File: config.mk
export PLATFORM = sky130hd
export DESIGN_NAME = connection_idle_timing_wheel_core
export DESIGN_NICKNAME = d
export VERILOG_FILES = /design/src/hdl/cwt_pkg.sv /design/src/hdl/cwt_slot_ram.sv /design/src/hdl/cwt_out_reg.sv /design/src/hdl/connection_idle_timing_wheel_core.sv
export SDC_FILE = /design/constraint.sdc
export NUM_CORES = 1
export LEC_CHECK = 0
export BUFFER_PORTS_ARGS = -buffer_cell sky130_fd_sc_hd__clkbuf_2
export CAP_MARGIN = 20
export CORE_MARGIN = 3
export CORE_UTILIZATION = 35
export CTS_CLUSTER_SIZE = 8
export DETAILED_ROUTE_END_ITERATION = 12
export PLACE_DENSITY = 0.56
export SLEW_MARGIN = 20
export SYNTH_ARGS = -nofsm -noshare
export SYNTH_HDL_FRONTEND = slang
export SYNTH_SLANG_ARGS = --single-unit
File: constraint.sdc
create_clock -name clk_i -period 6.5 [get_ports clk_i]
set_input_delay 0 -clock clk_i [delete_from_list [all_inputs] [get_ports clk_i]]
set_output_delay 0 -clock clk_i [all_outputs]
set_load 0.05 [all_outputs]
File: src/hdl/cwt_pkg.sv
// ----------------------------------------------------------------------------
// cwt_pkg
// Shared types and constants for the connection idle timing wheel.
// ----------------------------------------------------------------------------
package cwt_pkg;

  // table sizes
  localparam int unsigned MAX_CONNS = 64;
  localparam int unsigned MAX_SLOTS = 64;
  localparam int unsigned CONN_W    = $clog2(MAX_CONNS);
  localparam int unsigned SLOT_W    = $clog2(MAX_SLOTS);
  // slot count needs one more bit so it can hold MAX_SLOTS itself
  localparam int unsigned NSLOT_W   = SLOT_W + 1;

  // field widths
  localparam int unsigned OP_W      = 2;
  localparam int unsigned DELTA_W   = 16;
  localparam int unsigned ELAPSED_W = 17;
  localparam int unsigned CFG_W     = 16;
  localparam int unsigned CFG_IDX_W = 1;

  // reset values of the configuration registers
  localparam logic [NSLOT_W-1:0] WHEEL_SLOTS_RST   = NSLOT_W'(64);
  localparam logic [DELTA_W-1:0] TICK_INTERVAL_RST = DELTA_W'(1000);
  localparam logic [SLOT_W-1:0]  CUR_SLOT_RST      = SLOT_W'(1);
  localparam logic [NSLOT_W-1:0] MIN_SLOTS         = NSLOT_W'(2);

  // request opcodes
  typedef enum logic [OP_W-1:0] {
    OP_TICK   = 2'd0,
    OP_TOUCH  = 2'd1,
    OP_REMOVE = 2'd2
  } cwt_op_e;

  // configuration register indexes
  typedef enum logic [CFG_IDX_W-1:0] {
    CFG_WHEEL_SLOTS   = 1'b0,
    CFG_TICK_INTERVAL = 1'b1
  } cwt_cfg_e;

  // sequencer states
  typedef enum logic [1:0] {
    ST_IDLE,
    ST_SCAN_RD,
    ST_SCAN_CMP,
    ST_FLUSH
  } cwt_state_e;

  // one result item
  typedef struct packed {
    logic              close_valid;
    logic [CONN_W-1:0] closed_conn;
    logic              last;
  } cwt_result_t;

endpackage

File: src/hdl/cwt_slot_ram.sv
// ----------------------------------------------------------------------------
// cwt_slot_ram
// Slot number of each connection: one write port, one registered read port.
// ----------------------------------------------------------------------------
module cwt_slot_ram
  import cwt_pkg::*;
(
  input  logic              clk_i,
  input  logic              we_i,
  input  logic [CONN_W-1:0] waddr_i,
  input  logic [SLOT_W-1:0] wdata_i,
  input  logic [CONN_W-1:0] raddr_i,
  output logic [SLOT_W-1:0] rdata_o
);

  logic [SLOT_W-1:0] mem_q [MAX_CONNS];
  logic [SLOT_W-1:0] rdata_q;

  // write port
  always_ff @(posedge clk_i) begin
    if (we_i) begin
      mem_q[waddr_i] <= wdata_i;
    end
  end

  // registered read port
  always_ff @(posedge clk_i) begin
    rdata_q <= mem_q[raddr_i];
  end

  assign rdata_o = rdata_q;

endmodule

File: src/hdl/cwt_out_reg.sv
// ----------------------------------------------------------------------------
// cwt_out_reg
// Output register for result items with valid/ready handshake.
// ----------------------------------------------------------------------------
module cwt_out_reg
  import cwt_pkg::*;
(
  input  logic              clk_i,
  input  logic              rst_ni,
  input  logic              push_i,
  input  cwt_result_t       data_i,
  output logic              free_o,
  output logic              out_valid_o,
  input  logic              out_ready_i,
  output logic              close_valid_o,
  output logic [CONN_W-1:0] closed_conn_o,
  output logic              last_o
);

  logic        valid_q, valid_d;
  cwt_result_t data_q;

  // register can take a new result when empty or being drained
  assign free_o  = !valid_q || out_ready_i;
  assign valid_d = push_i ? 1'b1 : (out_ready_i ? 1'b0 : valid_q);

  always_ff @(posedge clk_i or negedge rst_ni) begin
    if (!rst_ni) begin
      valid_q <= 1'b0;
    end else begin
      valid_q <= valid_d;
    end
  end

  // payload
  always_ff @(posedge clk_i) begin
    if (push_i) begin
      data_q <= data_i;
    end
  end

  assign out_valid_o   = valid_q;
  assign close_valid_o = data_q.close_valid;
  assign closed_conn_o = data_q.closed_conn;
  assign last_o        = data_q.last;

endmodule

File: src/hdl/connection_idle_timing_wheel_core.sv
// ----------------------------------------------------------------------------
// connection_idle_timing_wheel_core
// Idle-timeout timing wheel over a table of connection ids.
// ----------------------------------------------------------------------------
// touch, remove and a tick that does not advance: the request is accepted, then
// its one result goes into the output register once that register is free
// a tick that advances the wheel scans every connection id through the shared
// slot compare, reading then comparing each id, and takes no new request until done
// reset clears all membership bits, sets current slot 1 and the accumulator to 0,
// and loads the register defaults; the slot table needs no clearing pass
module connection_idle_timing_wheel_core
  import cwt_pkg::*;
(
  input  logic                 clk_i,
  input  logic                 rst_ni,
  // configuration
  input  logic                 cfg_we_i,
  input  logic [CFG_IDX_W-1:0] cfg_addr_i,
  input  logic [CFG_W-1:0]     cfg_data_i,
  // requests
  input  logic                 in_valid_i,
  output logic                 in_ready_o,
  input  logic [OP_W-1:0]      opcode_i,
  input  logic [CONN_W-1:0]    conn_id_i,
  input  logic [DELTA_W-1:0]   delta_ms_i,
  // results
  output logic                 out_valid_o,
  input  logic                 out_ready_i,
  output logic                 close_valid_o,
  output logic [CONN_W-1:0]    closed_conn_o,
  output logic                 last_o
);

  cwt_state_e state_q, state_d;

  logic [NSLOT_W-1:0]   wheel_slots_q;
  logic [DELTA_W-1:0]   tick_interval_q;
  logic [SLOT_W-1:0]    cur_slot_q, cur_slot_d;
  logic [ELAPSED_W-1:0] elapsed_q, elapsed_d;
  logic [MAX_CONNS-1:0] member_q, member_d;
  logic [CONN_W-1:0]    idx_q, idx_d;
  logic [CONN_W-1:0]    pend_id_q, pend_id_d;
  logic                 pend_vld_q, pend_vld_d;

  logic                 accept;
  logic [NSLOT_W-1:0]   n_slots;
  logic [SLOT_W-1:0]    last_slot;
  logic [SLOT_W-1:0]    target_slot;
  logic [NSLOT_W-1:0]   next_slot;
  logic [ELAPSED_W:0]   elapsed_sum;
  logic [ELAPSED_W-1:0] elapsed_sat;
  logic                 advance;
  logic                 ram_we;
  logic [SLOT_W-1:0]    ram_rdata;
  logic                 slot_match;
  logic                 push;
  cwt_result_t          push_data;
  logic                 out_free;

  assign in_ready_o = (state_q == ST_IDLE);
  assign accept     = in_valid_i && in_ready_o;

  // configuration registers
  always_ff @(posedge clk_i or negedge rst_ni) begin
    if (!rst_ni) begin
      wheel_slots_q   <= WHEEL_SLOTS_RST;
      tick_interval_q <= TICK_INTERVAL_RST;
    end else if (cfg_we_i) begin
      case (cwt_cfg_e'(cfg_addr_i))
        CFG_WHEEL_SLOTS:   wheel_slots_q   <= cfg_data_i[NSLOT_W-1:0];
        CFG_TICK_INTERVAL: tick_interval_q <= cfg_data_i[DELTA_W-1:0];
        default: ;
      endcase
    end
  end

  // clamp slot count into the supported range
  always_comb begin
    if (wheel_slots_q < MIN_SLOTS) begin
      n_slots = MIN_SLOTS;
    end else if (wheel_slots_q > NSLOT_W'(MAX_SLOTS)) begin
      n_slots = NSLOT_W'(MAX_SLOTS);
    end else begin
      n_slots = wheel_slots_q;
    end
  end

  assign last_slot = SLOT_W'(n_slots - NSLOT_W'(1));

  // touch target: slot behind the current one, kept inside the wheel
  always_comb begin
    if (cur_slot_q == '0) begin
      target_slot = last_slot;
    end else if ({1'b0, cur_slot_q - SLOT_W'(1)} >= n_slots) begin
      target_slot = last_slot;
    end else begin
      target_slot = cur_slot_q - SLOT_W'(1);
    end
  end

  // saturating accumulator and advance decision
  assign elapsed_sum = {1'b0, elapsed_q} + (ELAPSED_W+1)'(delta_ms_i);
  assign elapsed_sat = elapsed_sum[ELAPSED_W] ? '1 : elapsed_sum[ELAPSED_W-1:0];
  assign advance     = elapsed_sat > ELAPSED_W'(tick_interval_q);
  assign next_slot   = {1'b0, cur_slot_q} + NSLOT_W'(1);

  // slot table
  assign ram_we = accept && (opcode_i == OP_TOUCH);

  cwt_slot_ram u_slot_ram (
    .clk_i   (clk_i),
    .we_i    (ram_we),
    .waddr_i (conn_id_i),
    .wdata_i (target_slot),
    .raddr_i (idx_q),
    .rdata_o (ram_rdata)
  );

  // shared compare during the scan
  assign slot_match = member_q[idx_q] && (ram_rdata == cur_slot_q);

  // sequencer
  always_comb begin
    state_d    = state_q;
    cur_slot_d = cur_slot_q;
    elapsed_d  = elapsed_q;
    member_d   = member_q;
    idx_d      = idx_q;
    pend_id_d  = pend_id_q;
    pend_vld_d = pend_vld_q;
    push       = 1'b0;
    push_data  = '0;

    case (state_q)
      ST_IDLE: begin
        if (accept) begin
          pend_vld_d = 1'b0;
          pend_id_d  = '0;
          state_d    = ST_FLUSH;
          case (cwt_op_e'(opcode_i))
            OP_TICK: begin
              if (advance) begin
                elapsed_d  = '0;
                cur_slot_d = (next_slot >= n_slots) ? '0 : next_slot[SLOT_W-1:0];
                idx_d      = '0;
                state_d    = ST_SCAN_RD;
              end else begin
                elapsed_d = elapsed_sat;
              end
            end
            OP_TOUCH:  member_d[conn_id_i] = 1'b1;
            OP_REMOVE: member_d[conn_id_i] = 1'b0;
            default: ;
          endcase
        end
      end

      // slot of idx_q is read from the table this cycle
      ST_SCAN_RD: begin
        state_d = ST_SCAN_CMP;
      end

      // hold one match back so the final close can carry last
      ST_SCAN_CMP: begin
        if (slot_match && pend_vld_q && !out_free) begin
          state_d = ST_SCAN_CMP;
        end else begin
          if (slot_match) begin
            if (pend_vld_q) begin
              push      = 1'b1;
              push_data = '{close_valid: 1'b1, closed_conn: pend_id_q, last: 1'b0};
            end
            pend_vld_d      = 1'b1;
            pend_id_d       = idx_q;
            member_d[idx_q] = 1'b0;
          end
          idx_d   = idx_q + CONN_W'(1);
          state_d = (idx_q == CONN_W'(MAX_CONNS - 1)) ? ST_FLUSH : ST_SCAN_RD;
        end
      end

      // final result of the request
      ST_FLUSH: begin
        if (out_free) begin
          push      = 1'b1;
          push_data = '{close_valid: pend_vld_q,
                        closed_conn: pend_vld_q ? pend_id_q : '0,
                        last:        1'b1};
          state_d   = ST_IDLE;
        end
      end

      default: state_d = ST_IDLE;
    endcase
  end

  // state and control registers
  always_ff @(posedge clk_i or negedge rst_ni) begin
    if (!rst_ni) begin
      state_q    <= ST_IDLE;
      cur_slot_q <= CUR_SLOT_RST;
      elapsed_q  <= '0;
      member_q   <= '0;
      idx_q      <= '0;
      pend_vld_q <= 1'b0;
    end else begin
      state_q    <= state_d;
      cur_slot_q <= cur_slot_d;
      elapsed_q  <= elapsed_d;
      member_q   <= member_d;
      idx_q      <= idx_d;
      pend_vld_q <= pend_vld_d;
    end
  end

  // pending close id
  always_ff @(posedge clk_i) begin
    pend_id_q <= pend_id_d;
  end

  // result register
  cwt_out_reg u_out_reg (
    .clk_i         (clk_i),
    .rst_ni        (rst_ni),
    .push_i        (push),
    .data_i        (push_data),
    .free_o        (out_free),
    .out_valid_o   (out_valid_o),
    .out_ready_i   (out_ready_i),
    .close_valid_o (close_valid_o),
    .closed_conn_o (closed_conn_o),
    .last_o        (last_o)
  );

endmodule
==> impl_results.md, run 1 <==
* Crit path required time at 7.03 ns
* Highest clock rate at 194 MHz
* Crit path max fanout at 11
* Synth Area in Simple Gates at 0.0983
* Vias in the first global route at 15985
* DRT Pass-1 Iters at 7
* Period utilisation layout at 0.795
* Final min period at roughly 5.2 ns
* Row cnt at 93
* Clock latency on the worst-skew pair at 0.62 ns
* Placeable core area at ~65000 sq um
* CP Class: flip-flop to flip-flop
* #FFs+latches synth at 524
* Die width at 263 um
* CTS tree: yes
* Placed inst area at 24300 sq um
* VDD IR max at 0.313 mV
* CP Capture Type: flip-flop
* Vias at 16074
* Syn nets at 1864
* Leak at 9.93 nW
* RSZ-0062 raised after global routing: no
* Syn Inst Count at 1768
* Critical path launch point type: flip-flop
* Warnings, synthesis at 0
* Avg Cell Area, Syn at between 10 and 15 sq um
* Drt wl/cell at 24.7 um
* Layout cells sized above 1 at 0.128
* Root buffer cell: clkbuf_16
* Slew at the pin closest to its max-slew limit at approximately 1.0 ns
* Area Growth Syn to Fin at 16.1%
* Final hold vios at 0
* Fillers at 6046
* Total global routing overflow at 0
* Status: complete, no violations
* Number of synthesized flops with an enable pin at 398
* DIE AREA at roughly 69000 sq um
* Synth Area in Adders at 0.0274
* Top post-synthesis cells by area: edfxtp_1 (52%), dfrtp_1 (12%), a22oi_1 (6.0%)
* Pwr dens at between 400 and 500 nW/um^2
* Clock slew at reported path FFs at 0.05 ns
* Main synth FF type: edfxtp_1
* Clk_skew at 0.0300 ns
* Largest net degree at the start of global routing at 83
* IO buf count at 55
* Post-route cell area at approximately 27000 sq um
* Final Setup Violations at 0
* Chip height at 263 um
* Complex-gate fraction of the synthesized area at 0.157
* Most common cell after layout, fill and taps aside: edfxtp_1
* Initial Utilization at 0.356
* 1st-iter DRT viols at 1688
* CTS buffer count at 75
* Largest family of logic cells by synthesized area: compound AO/OA/AOI/OAI gates
* First-pass GRT wire length at just over 100 mm
* Initial antenna violation count at 2
* Syn Std Cell Area at 23100 sq um
* H-tree depth at 3
* Synth Area in XOR/XNOR at 0.00948
* Worst min path class: primary input to asynchronous set/reset pin
* Antenna Cells at 0
* Area share of the leading cell type in the synthesized netlist at 0.517
* Mux share of post-synthesis cell area at 0.0271
* Clk buf depth at 3
* DR vias/cell at 5.82
* DR DRC count at 0
* Slew Limit Headroom at 0.298
* Fin util at 0.413
* Fraction of registers with async set/reset at 0.229
* # Post-CTS Setup Buffers at 0
* Routed wire length at 68.1 mm
* GR Util All Layers at 0.194
* GPL Wtd Cong at 0.871
* Post-DRT Antenna Nets at 0
* Seq/Total Area, Yosys at 0.653
* Arrival time at the worst endpoint at 5.70 ns
* Post-synth cell types at 74
* I/O pin count at 56
* Most frequent cells in the layout: edfxtp_1 (398), a22oi_1 (186), nand2_1 (127), dfrtp_1 (112), nor2_1 (110)
* CTS Sinks at ~520
* Final HPWL DP at 41.3 mm
* NumNets Final at 1945
* Setup_tns at 0 ns
* Maxcap violations at 0
* Cell taking the most area after synthesis: edfxtp_1
* Max-slew violation count at 0
## cell families (layout without fill, tap and decap cells)
group,Yosys count,count (layout)
DFF,524,524
AOI/OAI and AO/OA,499,499
and+or+nand+nor,467,467
buffers and inverters,155,293
adders and majority gates,50,50
muxes,48,48
xor gates and xnor gates,25,25
## cell type report
cell class	instances	area (sq um)	area share
clock inverters	4	53.8	0.00201
repair buffers	118	836	0.0312
multi-input cells	1089	7460	0.278
flip-flops and latches	524	15100	0.562
well taps	855	1070	0.0399
inverters	41	154	0.00574
clock buffers	130	2160	0.0804
## stage by stage
step	power (mW)	hold WS, ns	worst slack (ns)	cells
floorplan	6.97	-0.296	1.67	1768
global placement	8.29	0.102	1.62	2597
detailed placement	8.40	0.118	1.49	2598
CTS	12.1	0.00993	1.45	2760
global route	12.6	0.0535	1.07	2761
finish	12.1	0.00333	1.33	2761
## critical path, stage by stage, from the launching register on
cell and delay [ns]:
dfrtp_1 0.38, ha_1 0.21, fa_1 0.42, a211oi_1 0.33
nor3b_1 0.13, o221a_2 0.31, a21oi_1 0.29, o21ai_0 0.17
and2_1 0.17, o21ai_0 0.27, ha_1 0.30, nand4_1 0.08
nor2_1 0.07, a21boi_0 0.14, o41ai_1 0.54, nand3_1 0.52
nor2_1 0.55, a22o_1 0.21
## final timing paths
kind,start,to,slack (ns),cells after the start
worst max register to register,elapsed_q[0],elapsed_q[15],1.33,17
worst min-delay path,rst_ni,elapsed_q[1],0.003,2
worst max-delay path,elapsed_q[0],elapsed_q[15],1.33,17
min in group clk_i,delta_ms_i[1],elapsed_q[1],0.04,4
max in group asynchronous,rst_ni,asynchronous set/reset pin,5.02,3
worst min register to register,flip-flop,flip-flop,0.47,1
## power breakdown
part           internal (mW)  switching [mW]
Clock                   2.24            1.43
Combinational           1.05            2.65
Sequential              4.55           0.168
Total                   7.83            4.25
## routing by layer
metal,GRT usage,up-vias,part of all wire
li1,-,7062,-
met1,0.266,8130,0.43
met2,0.302,728,0.46
met3,0.0449,152,0.083
met4,0.0675,2,0.030
met5,0,-,0.00019
## Yosys cell counts (all sizes together) (13+ instances only)
| master | number |
|---|---|
| nand3 | 82 |
| clkbuf | 83 |
| mux2 | 27 |
| nand4 | 38 |
| a41oi | 16 |
| edfxtp | 398 |
| a21oi | 39 |
| o21ai | 53 |
| nor3b | 18 |
| dfrtp | 112 |
| xnor2 | 13 |
| a22oi | 186 |
| and3 | 17 |
| ha | 49 |
| inv | 39 |
| o31ai | 54 |
| a21o | 76 |
| nor2 | 111 |
| nor3 | 21 |
| nand2 | 127 |
| a22o | 14 |
| buf | 31 |
## timing repair
item                                   CTS  global route
gates resized for setup                  0             0
setup endpoints to repair                0             0
hold buffers                            28             0
endpoints found under the hold margin   82             0
Note: power is estimated with default switching activity, not from simulation.
==> run 2: changes to the inputs <==
==> constraint.sdc (replaced) <==
create_clock -name clk_i -period 4.9 [get_ports clk_i]
set_input_delay 0 -clock clk_i [delete_from_list [all_inputs] [get_ports clk_i]]
set_output_delay 0 -clock clk_i [all_outputs]
set_load 0.05 [all_outputs]
==> impl_results.md, run 2 (same netlist as run 1, synthesis figures left out) <==
* Max-slew violation count at 0 (unchanged)
* I/O pin count at 56 (unchanged)
* Clk buf depth at 3 (unchanged)
* Chip height at 263 um (unchanged)
* Die width at 263 um (unchanged)
* Clock latency on the worst-skew pair at 0.61 ns (about the same)
* Final min period at 4.51 ns (-0.654 ns)
* P_sw at 5.67 mW (+33%)
* DR DRC count at 0 (unchanged)
* Crit path max fanout at 5 (-6)
* GR Util All Layers at 0.194 (+0.000844)
* Clock slew at reported path FFs at 0.05 ns (about the same)
* Reg2reg setup slack at 0.39 ns (-0.95 ns)
* Area Growth Syn to Fin at 16.9%
* Largest net degree at the start of global routing at 65 (-22%)
* Arrival time at the worst endpoint at 5.03 ns (-0.67 ns)
* FF-to-FF End: idx_q[3]
* CTS tree: yes
* VDD IR max at 0.344 mV (+10%)
* Post-DRT Antenna Nets at 0 (unchanged)
* Highest clock rate at 222 MHz (+15%)
* Clock power frac at 0.300 (-0.004)
* Most frequent cells in the layout: edfxtp_1 (398), a22oi_1 (186), nand2_1 (127), dfrtp_1 (112), nor2_1 (110)
* Final hold vios at 0 (unchanged)
* Row cnt at 93 (unchanged)
* Most common cell after layout, fill and taps aside: edfxtp_1
* Critical path launch point type: flip-flop
* Status: complete, no violations
* Initial antenna violation count at 5 (+3)
* NumNets Final at 1960 (+0.77%)
* Flop pwr share at 0.390 (about the same)
* Reg area at 15100 sq um (unchanged)
* RSZ-0062 raised after global routing: no
* H-tree depth at 3 (unchanged)
* CTS buffer count at 75 (unchanged)
* First-pass GRT wire length at 103 mm (+0.58%)
* Vias in the first global route at 16145 (+1.0%)
* Final setup margin at 0.389 ns (-0.946 ns)
* DR vias/cell at 5.70 (-2.1%)
* CP Class: flip-flop to flip-flop
* Final HPWL DP at 41.5 mm (+0.55%)
* GPL Wtd Cong at 0.870 (about the same)
* Crit path required time at 5.42 ns (-1.61 ns)
* Slew Limit Headroom at 0.302 (+0.00402)
* Clk_skew at 0.0178 ns (-0.0122 ns)
* CTS Sinks at 524 (unchanged)
* Cell count of the worst reg-to-reg path at 18 (+1)
* Area of the multi-input gates at 7490 sq um (+0.35%)
* Initial Utilization at 0.356 (unchanged)
* Slew at the pin closest to its max-slew limit at 1.05 ns (-0.00215 ns)
* Routed wire length at 67.8 mm (-0.36%)
* Vias at 15856 (-1.4%)
* Period utilisation layout at 0.921 (+0.126)
* Maxcap violations at 0 (unchanged)
* Setup_tns at 0 ns (unchanged)
* Sw Ratio at 0.351 (about the same)
* Final Setup Violations at 0 (unchanged)
* Worst min path class: primary input to asynchronous set/reset pin
* Fillers at 6038 (-0.13%)
* Pwr dens at 597 nW/um^2 (+33%)
* Final Power at 16.1 mW (+34%)
* CP Capture Type: flip-flop
* DRT Pass-1 Iters at 6 (-1)
* Total global routing overflow at 0 (unchanged)
* Drt wl/cell at 24.4 um (-1.1%)
* Dpl ws at 0.222 ns (-1.27 ns)
* Combinational fraction of design power at 0.310 (+0.004)
* 1st-iter DRT viols at 1696 (+0.47%)
* Root buffer cell: clkbuf_16
* Worst hold margin at 0.0348 ns (+0.0315 ns)
* IO buf count at 55 (unchanged)
* FF-to-FF Start: elapsed_q[0]
* DIE AREA at 69100 sq um (unchanged)
* Int Power at 10.5 mW (+34%)
* Leak at 10.0 nW (+0.87%)
* Placeable core area at 64900 sq um (unchanged)
* Layout cells sized above 1 at 0.134 (+0.00594)
## run 2: changes by cell type in the layout (fill, tap and decap cells not counted), moves of 2 or more
cell           previous run  this run
buf_12                    0         5
clkbuf_16                78        76
buf_4                    34        41
buf_8                     2         0
dlygate4sd3_1            28        33
clkbuf_1                 51        57
## run 2: worst max-delay path by stage
| stage | startpoint | end | slack (ns) | depth (start not counted) |
|---|---|---|---|---|
| after floorplan | wheel_slots_q[1] | u_slot_ram.mem_q[0][0] | 0.07 | 12 |
| after global placement | elapsed_q[10] | idx_q[0] | 0.32 | 16 |
| after detailed placement | elapsed_q[0] | cur_slot_q[0] | 0.22 | 17 |
| after CTS | elapsed_q[10] | cur_slot_q[0] | 0.20 | 15 |
| after global routing | elapsed_q[0] | idx_q[3] | 0.003 | 18 |
| final | elapsed_q[0] | idx_q[3] | 0.39 | 18 |
## run 2: worst max-delay path, stage by stage (launching register included)
cell and delay [ns]:
dfrtp_1 0.38, ha_1 0.22, fa_1 0.43, a211oi_1 0.33, nor3b_1 0.13, o221a_2 0.31
o21ai_0 0.17, nand2b_1 0.09, xnor2_1 0.16, nand2_1 0.10, ha_1 0.31, a211oi_1 0.23
nor2_1 0.08, nor3_1 0.15, nor2_1 0.11, o41ai_4 0.40, a311oi_2 0.23, o32a_1 0.39
o21ai_0 0.21
## run 2: what timing repair did
item                                    CTS  global route
endpoints found under the setup margin    0            17
endpoints found under the hold margin    87             0
resized for setup                         0             8
hold buffers                             33             0
setup buffers                             0             1
## run 2: layer usage
layer  vias up  wire [um]  global-route usage
met1      7971      29400               0.268
met4         8       2430              0.0742
met2       612      30600               0.300
met5         -         47                   0
met3       169       5350              0.0439
li1       7096          -                   -
## run 2: per-stage QoR
stage / cell area (sq um) / cells / util
floorplan: 23100 / 1768 / -
global placement: 24400 / 2608 / 0.376
detailed placement: 24400 / 2608 / 0.376
CTS: 27000 / 2780 / 0.415
global route: 27000 / 2781 / 0.416
finish: 27000 / 2782 / 0.416
## run 2: layout make-up
type	instances	area share
diodes	1	0.0000926
clock buffers	133	0.0783
clock inverters	6	0.00343
inverters	41	0.00570
multi-input cells	1089	0.277
flip-flops and latches	524	0.558
well taps	855	0.0396
repair buffers	133	0.0373
## run 2: power by group through the flow
stage / Clock [mW] / Combinational, mW / Sequential, mW
final: 4.84 / 5.00 / 6.29
after CTS: 4.94 / 4.92 / 6.29
after global routing: 5.13 / 5.46 / 6.32
after detailed placement: 0 / 4.87 / 6.37
after global placement: 0 / 4.79 / 6.35
after floorplan: 0 / 2.94 / 6.31
